**config.mk**
```make
export PLATFORM = sky130hd
export DESIGN_NAME = utf8_ucs2be_transcoder
export DESIGN_NICKNAME = d
export VERILOG_FILES = /design/src/hw/rtl/utx_pkg.sv /design/src/hw/rtl/utf8_ucs2be_transcoder.sv /design/src/hw/rtl/utx_decode.sv
export SDC_FILE = /design/constraint.sdc
export NUM_CORES = 1
export LEC_CHECK = 0
export CAP_MARGIN = 20
export CORE_MARGIN = 2
export CORE_UTILIZATION = 40
export CTS_CLUSTER_SIZE = 12
export DETAILED_ROUTE_END_ITERATION = 8
export DONT_BUFFER_PORTS = 1
export HOLD_SLACK_MARGIN = 0.12
export PLACE_DENSITY = 0.65
export SLEW_MARGIN = 20
export SYNTH_ARGS = -nofsm -noshare
export SYNTH_HDL_FRONTEND = slang
export SYNTH_SLANG_ARGS = --single-unit
```
**constraint.sdc**
```tcl
create_clock -name clk -period 6.19 [get_ports clk]
set_input_delay 1.238 -clock clk [delete_from_list [all_inputs] [get_ports clk]]
set_output_delay 1.238 -clock clk [all_outputs]
set_load 0.005 [all_outputs]
```
**src/hw/rtl/utx_pkg.sv**
```systemverilog
// ----------------------------------------------------------------------------
// utx_pkg: shared types for the UTF-8 / UCS-2BE transcoder
// Decoder state, result groups and status codes used by the decode logic and
// by the top level.
// ----------------------------------------------------------------------------
package utx_pkg;

  typedef enum logic [1:0] {
    ST_CONV = 2'd0,
    ST_NUL  = 2'd1,
    ST_ERR  = 2'd2
  } status_t;

  // limit on the next UTF-8 continuation byte
  typedef enum logic [1:0] {
    LEAD_ANY = 2'd0,  // 0x80..0xBF
    LEAD_E0  = 2'd1,  // 0xA0..0xBF
    LEAD_ED  = 2'd2   // 0x80..0x9F
  } lead_t;

  typedef struct packed {
    logic [15:0] partial;
    logic [1:0]  pending;
    lead_t       lead;
    logic        stopped;
  } dec_state_t;

  // all result bytes that one input item causes, in order b0, b1, b2
  typedef struct packed {
    logic [7:0] b0;
    logic [7:0] b1;
    logic [7:0] b2;
    logic [1:0] cnt;     // 0 means no result
    logic       bval;
    status_t    status;
  } group_t;

  localparam dec_state_t STATE_CLEAR = '{partial: 16'h0000, pending: 2'd0,
                                         lead: LEAD_ANY, stopped: 1'b0};

endpackage

```
**src/hw/rtl/utf8_ucs2be_transcoder.sv**
```systemverilog
// ----------------------------------------------------------------------------
// utf8_ucs2be_transcoder: UTF-8 <-> UCS-2 big-endian byte-stream transcoder
// Converts one string at a time in the direction held in a mode register.
// Direction 0 decodes UTF-8 into UCS-2BE, direction 1 encodes UCS-2BE as
// UTF-8 of one to three bytes. A NUL or illegal input ends the string.
//
//   channel | dir | handshake          | payload
//   --------+-----+--------------------+-----------------------------------
//   s_      | in  | s_tvalid/s_tready  | tdata: in_byte; tuser: start_string
//   m_      | out | m_tvalid/m_tready  | tdata: out_byte; tuser: byte_valid,
//           |     |                    | status; tlast: last
//   cfg_    | in  | cfg_valid/cfg_ready| cfg_data: direction
//
// An input byte is decoded in the cycle it is accepted; its result bytes are
// written as one group into a two-group queue and leave one byte per cycle
// while m_tready is high. A byte that gives two or three results holds the
// output until all of them are taken; the queue depth sets how far input runs
// ahead of a stalled output (two groups).
// Reset (rst, synchronous) empties the queue, sets direction 0 and clears the
// decoder. A direction write clears the decoder as well.
// ----------------------------------------------------------------------------
module utf8_ucs2be_transcoder (
  input  logic       clk,
  input  logic       rst,
  input  logic       s_tvalid,
  output logic       s_tready,
  input  logic [7:0] s_tdata,   // [7:0] in_byte
  input  logic       s_tuser,   // [0] start_string
  output logic       m_tvalid,
  input  logic       m_tready,
  output logic [7:0] m_tdata,   // [7:0] out_byte
  output logic [2:0] m_tuser,   // [0] byte_valid, [2:1] status
  output logic       m_tlast,
  input  logic       cfg_valid,
  output logic       cfg_ready,
  input  logic       cfg_data   // [0] direction
);

  logic                direction;
  utx_pkg::dec_state_t state;
  utx_pkg::dec_state_t state_next;
  utx_pkg::group_t     group;

  // result group queue
  utx_pkg::group_t     queue [2];
  logic                wr_ptr;
  logic                rd_ptr;
  logic [1:0]          qcount;
  logic [1:0]          pos;     // byte within the head group
  utx_pkg::group_t     head;

  logic                s_fire;
  logic                m_fire;
  logic                push;
  logic                pop;

  utx_decode u_decode (
    .direction    (direction),
    .in_byte      (s_tdata),
    .start_string (s_tuser),
    .state        (state),
    .state_next   (state_next),
    .group        (group)
  );

  assign cfg_ready = 1'b1;
  assign s_tready  = (qcount != 2'd2);
  assign s_fire    = s_tvalid && s_tready;
  assign push      = s_fire && (group.cnt != 2'd0);

  assign head      = queue[rd_ptr];
  assign m_tvalid  = (qcount != 2'd0);
  assign m_tlast   = (pos == (head.cnt - 2'd1));
  assign m_tuser   = {head.status, head.bval};
  assign m_fire    = m_tvalid && m_tready;
  assign pop       = m_fire && m_tlast;

  always_comb begin
    case (pos)
      2'd1:    m_tdata = head.b1;
      2'd2:    m_tdata = head.b2;
      default: m_tdata = head.b0;
    endcase
  end

  // mode register and decoder state; a mode write starts a fresh string
  always_ff @(posedge clk) begin
    if (rst) begin
      direction <= 1'b0;
      state     <= utx_pkg::STATE_CLEAR;
    end else if (cfg_valid) begin
      direction <= cfg_data;
      state     <= utx_pkg::STATE_CLEAR;
    end else if (s_fire) begin
      state     <= state_next;
    end
  end

  // hold the group payload; no reset needed
  always_ff @(posedge clk) begin
    if (push) begin
      queue[wr_ptr] <= group;
    end
  end

  always_ff @(posedge clk) begin
    if (rst) begin
      wr_ptr <= 1'b0;
      rd_ptr <= 1'b0;
      qcount <= 2'd0;
      pos    <= 2'd0;
    end else begin
      if (push) begin
        wr_ptr <= ~wr_ptr;
      end
      if (pop) begin
        rd_ptr <= ~rd_ptr;
        pos    <= 2'd0;
      end else if (m_fire) begin
        pos    <= pos + 2'd1;  // advance to the next byte of the group
      end
      case ({push, pop})
        2'b10:   qcount <= qcount + 2'd1;
        2'b01:   qcount <= qcount - 2'd1;
        default: qcount <= qcount;
      endcase
    end
  end

  // the queue never holds more than two groups
  a_qcount_max: assert property (@(posedge clk) disable iff (rst)
    qcount != 2'd3)
    else $error("result queue overflow");

  // the byte position stays inside the head group
  a_pos_in_group: assert property (@(posedge clk) disable iff (rst)
    m_tvalid |-> (pos < head.cnt))
    else $error("byte position beyond head group");

  // a stopped string holds no partial sequence
  a_stopped_clean: assert property (@(posedge clk) disable iff (rst)
    state.stopped |-> (state.pending == 2'd0))
    else $error("stopped with bytes pending");

  // a byte taken while stopped and without a start flag adds no group
  a_stopped_silent: assert property (@(posedge clk) disable iff (rst)
    (s_fire && state.stopped && !s_tuser && !cfg_valid) |-> !push)
    else $error("result produced after string end");

  // a write position only moves with a push
  a_wr_ptr_push: assert property (@(posedge clk) disable iff (rst)
    !push |=> $stable(wr_ptr))
    else $error("queue write pointer moved without push");

endmodule

```
**src/hw/rtl/utx_decode.sv**
```systemverilog
// ----------------------------------------------------------------------------
// utx_decode: per-byte transcode step
// Takes the decoder state and one source byte, gives the next state and the
// group of result bytes that the byte causes.
// ----------------------------------------------------------------------------
module utx_decode (
  input  logic                direction,
  input  logic [7:0]          in_byte,
  input  logic                start_string,
  input  utx_pkg::dec_state_t state,
  output utx_pkg::dec_state_t state_next,
  output utx_pkg::group_t     group
);

  utx_pkg::dec_state_t cur;
  logic [15:0]         shifted;
  logic [15:0]         unit;
  logic [1:0]          pend_dec;
  logic                in_range;
  logic                emit;
  logic [7:0]          e_hi;
  logic [7:0]          e_lo;
  utx_pkg::status_t    e_st;

  assign cur      = start_string ? utx_pkg::STATE_CLEAR : state;
  assign shifted  = {cur.partial[9:0], in_byte[5:0]};
  assign unit     = {cur.partial[7:0], in_byte};
  assign pend_dec = cur.pending - 2'd1;

  always_comb begin
    case (cur.lead)
      utx_pkg::LEAD_E0: in_range = (in_byte >= 8'hA0) && (in_byte <= 8'hBF);
      utx_pkg::LEAD_ED: in_range = (in_byte >= 8'h80) && (in_byte <= 8'h9F);
      default:          in_range = (in_byte[7:6] == 2'b10);
    endcase
  end

  always_comb begin
    state_next = cur;
    group      = '0;
    emit       = 1'b0;
    e_hi       = 8'h00;
    e_lo       = 8'h00;
    e_st       = utx_pkg::ST_ERR;
    if (!cur.stopped) begin
      if (!direction) begin
        // UTF-8 in, UCS-2BE out
        if (cur.pending == 2'd0) begin
          if (in_byte == 8'h00) begin
            emit = 1'b1;
            e_st = utx_pkg::ST_NUL;
          end else if (in_byte < 8'h80) begin
            emit = 1'b1;
            e_lo = in_byte;
            e_st = utx_pkg::ST_CONV;
          end else if ((in_byte >= 8'hC2) && (in_byte <= 8'hDF)) begin
            state_next.partial = {11'd0, in_byte[4:0]};
            state_next.pending = 2'd1;
            state_next.lead    = utx_pkg::LEAD_ANY;
          end else if (in_byte[7:4] == 4'hE) begin
            state_next.partial = {12'd0, in_byte[3:0]};
            state_next.pending = 2'd2;
            if (in_byte == 8'hE0) begin
              state_next.lead = utx_pkg::LEAD_E0;
            end else if (in_byte == 8'hED) begin
              state_next.lead = utx_pkg::LEAD_ED;
            end else begin
              state_next.lead = utx_pkg::LEAD_ANY;
            end
          end else begin
            emit = 1'b1;
          end
        end else if (!in_range) begin
          emit = 1'b1;
        end else begin
          state_next.partial = shifted;
          state_next.pending = pend_dec;
          state_next.lead    = utx_pkg::LEAD_ANY;
          if (pend_dec == 2'd0) begin
            emit = 1'b1;
            // refuse surrogates and 0xFFFF
            if (!((shifted == 16'hFFFF) || (shifted[15:11] == 5'b11011))) begin
              e_hi = shifted[15:8];
              e_lo = shifted[7:0];
              e_st = utx_pkg::ST_CONV;
            end
          end
        end
        if (emit) begin
          group.b0     = e_hi;
          group.b1     = e_lo;
          group.cnt    = 2'd2;
          group.bval   = 1'b1;
          group.status = e_st;
          if (e_st != utx_pkg::ST_CONV) begin
            state_next.stopped = 1'b1;
            state_next.pending = 2'd0;
            state_next.lead    = utx_pkg::LEAD_ANY;
          end
        end
      end else begin
        // UCS-2BE in, UTF-8 out
        if (cur.pending == 2'd0) begin
          state_next.partial = {8'd0, in_byte};
          state_next.pending = 2'd1;
        end else begin
          state_next.partial = 16'h0000;
          state_next.pending = 2'd0;
          group.cnt          = 2'd1;
          group.bval         = 1'b1;
          group.status       = utx_pkg::ST_CONV;
          if ((unit[15:11] == 5'b11011) || (unit == 16'hFFFF)) begin
            group.bval         = 1'b0;
            group.status       = utx_pkg::ST_ERR;
            state_next.stopped = 1'b1;
          end else if (unit == 16'h0000) begin
            group.status       = utx_pkg::ST_NUL;
            state_next.stopped = 1'b1;
          end else if (unit < 16'h0080) begin
            group.b0 = unit[7:0];
          end else if (unit < 16'h0800) begin
            group.b0  = {3'b110, unit[10:6]};
            group.b1  = {2'b10, unit[5:0]};
            group.cnt = 2'd2;
          end else begin
            group.b0  = {4'hE, unit[15:12]};
            group.b1  = {2'b10, unit[11:6]};
            group.b2  = {2'b10, unit[5:0]};
            group.cnt = 2'd3;
          end
        end
      end
    end
  end

endmodule
```
==> run summary <==
Yosys reg bits: 79
DR WL/cell: 19.58 um
Synth async-reset ratio: 0%
Setup_tns: 0 ns
GRT busiest layer: met2
Sink Count: 79
Critical path type: in -> reg
Die span in y: 108.0 um
Syn nets: 453
Worst Setup Start Kind: input port
Max cap viols: 0
Most frequent CP cell: ha_1
Reg2Reg Depth: 8
Most frequent cells in the layout: edfxtp_1, a21oi_1, nor2_1
Mapped Avg Cell Area: 10.04 um^2
Hold path depth: 2
Setup bufs post-CTS: 0
DR pass1 iterations: 5
GPL Wtd Cong: 0.9220
CP cell instances: clkinv_1 -> nand2_1 -> inv_1 -> ha_1 -> mux2_2 -> o211ai_1 -> a21oi_2 -> or4_4 -> and2_1 -> ha_1 -> or3_1 -> a21oi_1
Leakage: 1.489 nW
Share of cells above drive strength 1: 12.26%
Post-layout util: 44.02%
CTS root buf: clkbuf_8
FP Rows: 37
# diodes: 0
Yosys top cell by area: edfxtp_1
Seq pwr share: 53.5%
Gate power share: 16.6%
Cell variety after synth: 60
Slew Limit Headroom: 34.57%
Total GRT Usage: 19.50%
# setup viols final: 0
Grt ovf: 0
Vias/cell: 6.068
Hold_buf cts: 0
Slew Viols, Final: 0
Core Area: 10420 um^2
Worst R2R End: qcount[1]$_SDFFE_PP0P_
Vias in the first global route: 3205
RSZ-0062 raised after global routing: no
Crit path buf inv count: 2
Crit-path max FO: 20
Clock Latency Late Sink: 0.36 ns
Hold Crit Class: reg -> reg
Reg area: 2142 um^2
Hold violation total from the final report: 0
Reg-to-reg setup timing slack: 2.77 ns
Arr. time, crit path: 4.18 ns
Top_reg_cell synth: edfxtp_1
Met3 usage: 3.978%
Post-DRT Antenna Nets: 0
First-pass GRT wire length: 17.44 mm
Pwr Total: 1.173 mW
Gate Count Post-Synth: 431
I/O pin count: 30
Share of the synthesized area in the top cell type: 38.86%
Area used by multi-input combinational logic: 2032 um^2
Final net count: 441
Crit path time final: 3.896 ns
Resized Gates After CTS: 0
Synth top area cells: edfxtp_1, dfxtp_1, mux2_2
Slew @ Worst Pin: 0.9801 ns
Initial antenna violation count: 0
Hold Startpoint: state[2]$_SDFFE_PP0P_
CP delay by family, top: simple AND/OR/NAND/NOR gates
Outcome: completed
Slowest CP cell: or4_4
WP data required: 6.47 ns
Critical Path Max Stage Delay: 0.47 ns
Switching portion of total power: 29.17%
Pin count of the biggest net entering global routing: 29
CP Capture Type: flop
Most common cell after layout, fill and taps aside: edfxtp_1
Hold endpoint: state[2]$_SDFFE_PP0P_
GR Util met1: 26.79%
Vias: 3398
Starting DRT DRC Count: 337
Mapped cell area: 4328 um^2
Net switching power: 342.2 uW
Layout area overhead: 5.956%
Maximum clock insertion buffer count: 2
Post-synth EDFFs: 56
Internal: 830.8 uW
Worst Skew: 0.01260 ns
Worst vdd ir: 0.09986 mV
Die Area: 11670 um^2
Sequential area share after synthesis: 49.49%
Die X: 108.0 um
Crit share post-route: 62.93%
Yosys warns: 0
# DRC: 0
TritonCTS Buffers: 9
Input/output buffers: 0
Clk pwr share: 30.0%
F_max: 256.7 MHz
Layout filler cell count: 1005
Worst-path clk slew: 0.08 ns
CTS tree: yes
R2r startpoint: state[11]$_SDFFE_PP0P_
Final wirelength: 10.96 mm
GRT met2 Usage: 30.46%
Hpwl dp: 7.731 mm
PwrDens: 255.8 nW/um^2
# H-tree levels: 3
Starting density of the core: 41.55%
-- layout make-up --
class                           count  share of cell area, %
Clock inverter                      7                  1.173
Timing Repair Buffer                3                 0.4911
Clock buffer                        9                  2.701
Tap cell                          136                  3.711
Inverter                           11                 0.9004
Multi-Input combinational cell    315                  44.31
Sequential cell                    79                  46.71
-- power by group through the flow --
stage               clock, mW  sequential, mW  combinational [mW]
CTS                     0.361           0.627               0.195
floorplan                   0           0.632               0.158
global placement            0           0.638               0.191
detailed placement          0           0.639               0.194
global route            0.383           0.632               0.215
finish                  0.351           0.627               0.194
-- synth_stat cells (3+ instances only) --
cell and number:
dfxtp_1 23, edfxtp_1 56, mux2_2 20, buf_2 5
a31oi_1 4, a22o_1 4, and2_1 10, nor2_1 42
xnor2_1 4, nor3_1 9, a221oi_1 8, nand3_1 11
o21a_1 4, nand2_1 30, mux2i_1 11, inv_1 10
buf_1 3, or2_2 4, o2bb2ai_1 3, nor2b_1 8
a21oi_1 44, a311oi_1 3, o21ai_0 26, a22oi_1 6
a32oi_1 5, ha_1 7, and3_1 5, o211ai_1 3
nand2b_1 4, nand4_1 5, clkbuf_1 15, o22ai_1 3
-- worst reg2reg max path: cells and delay by family (launching register included) --
family                     cells  cell delay [ns]
AOI/OAI and AO/OA              2             0.91
and+or+nand+nor                5             1.61
adders and majority gates      1             0.33
DFF                            1             0.50
-- metrics by stage --
stage,instances,hold slack [ns],cell area [um^2],worst slack (ns)
5_1_grt,560,0.5176,4586,2.115
6_report,560,0.4846,4586,2.294
3_3_place_gp,544,0.4771,4408,2.080
4_1_cts,560,0.4867,4586,2.327
2_1_floorplan,431,0.4437,4328,1.221
3_5_place_dp,544,0.4749,4408,1.971
-- sequential cells by signal (all words and copies together), names as in the netlist, named ones only --
register and count:
pos 2, direction 1, queue 56, wr_ptr 1, rd_ptr 1, qcount 2
state 15
-- logic make-up after synthesis --
logic type,Yosys count,synth area share (%)
and+or+nand+nor,142,16.36
AOI/OAI and AO/OA,129,19.57
buffers and inverters,37,3.700
xor gates and xnor gates,5,1.012
other,1,0.08665
DFF,79,49.49
adders and majority gates,7,2.024
muxes,31,7.748
-- per-layer routing --
layer / up-vias / part of all wire, %
li1: 1585 / -
met1: 1657 / 46
met2: 131 / 46
met3: 25 / 5.8
met4: 0 / 2.4
met5: - / 0
-- how the worst max path moves through the flow --
stage          startpoint                     end  slack (ns)  depth (start not counted)
2_1_floorplan     s_tuser   queue[1][0]$_DFFE_PP_        1.22                         10
3_3_place_gp      s_tuser  qcount[1]$_SDFFE_PP0P_        2.08                         12
3_5_place_dp      s_tuser  qcount[1]$_SDFFE_PP0P_        1.97                         12
4_1_cts           s_tuser  qcount[1]$_SDFFE_PP0P_        2.33                         12
5_1_grt           s_tuser  qcount[1]$_SDFFE_PP0P_        2.11                         12
6_report          s_tuser  qcount[1]$_SDFFE_PP0P_        2.29                         12
(Power assumes the default switching activity.)
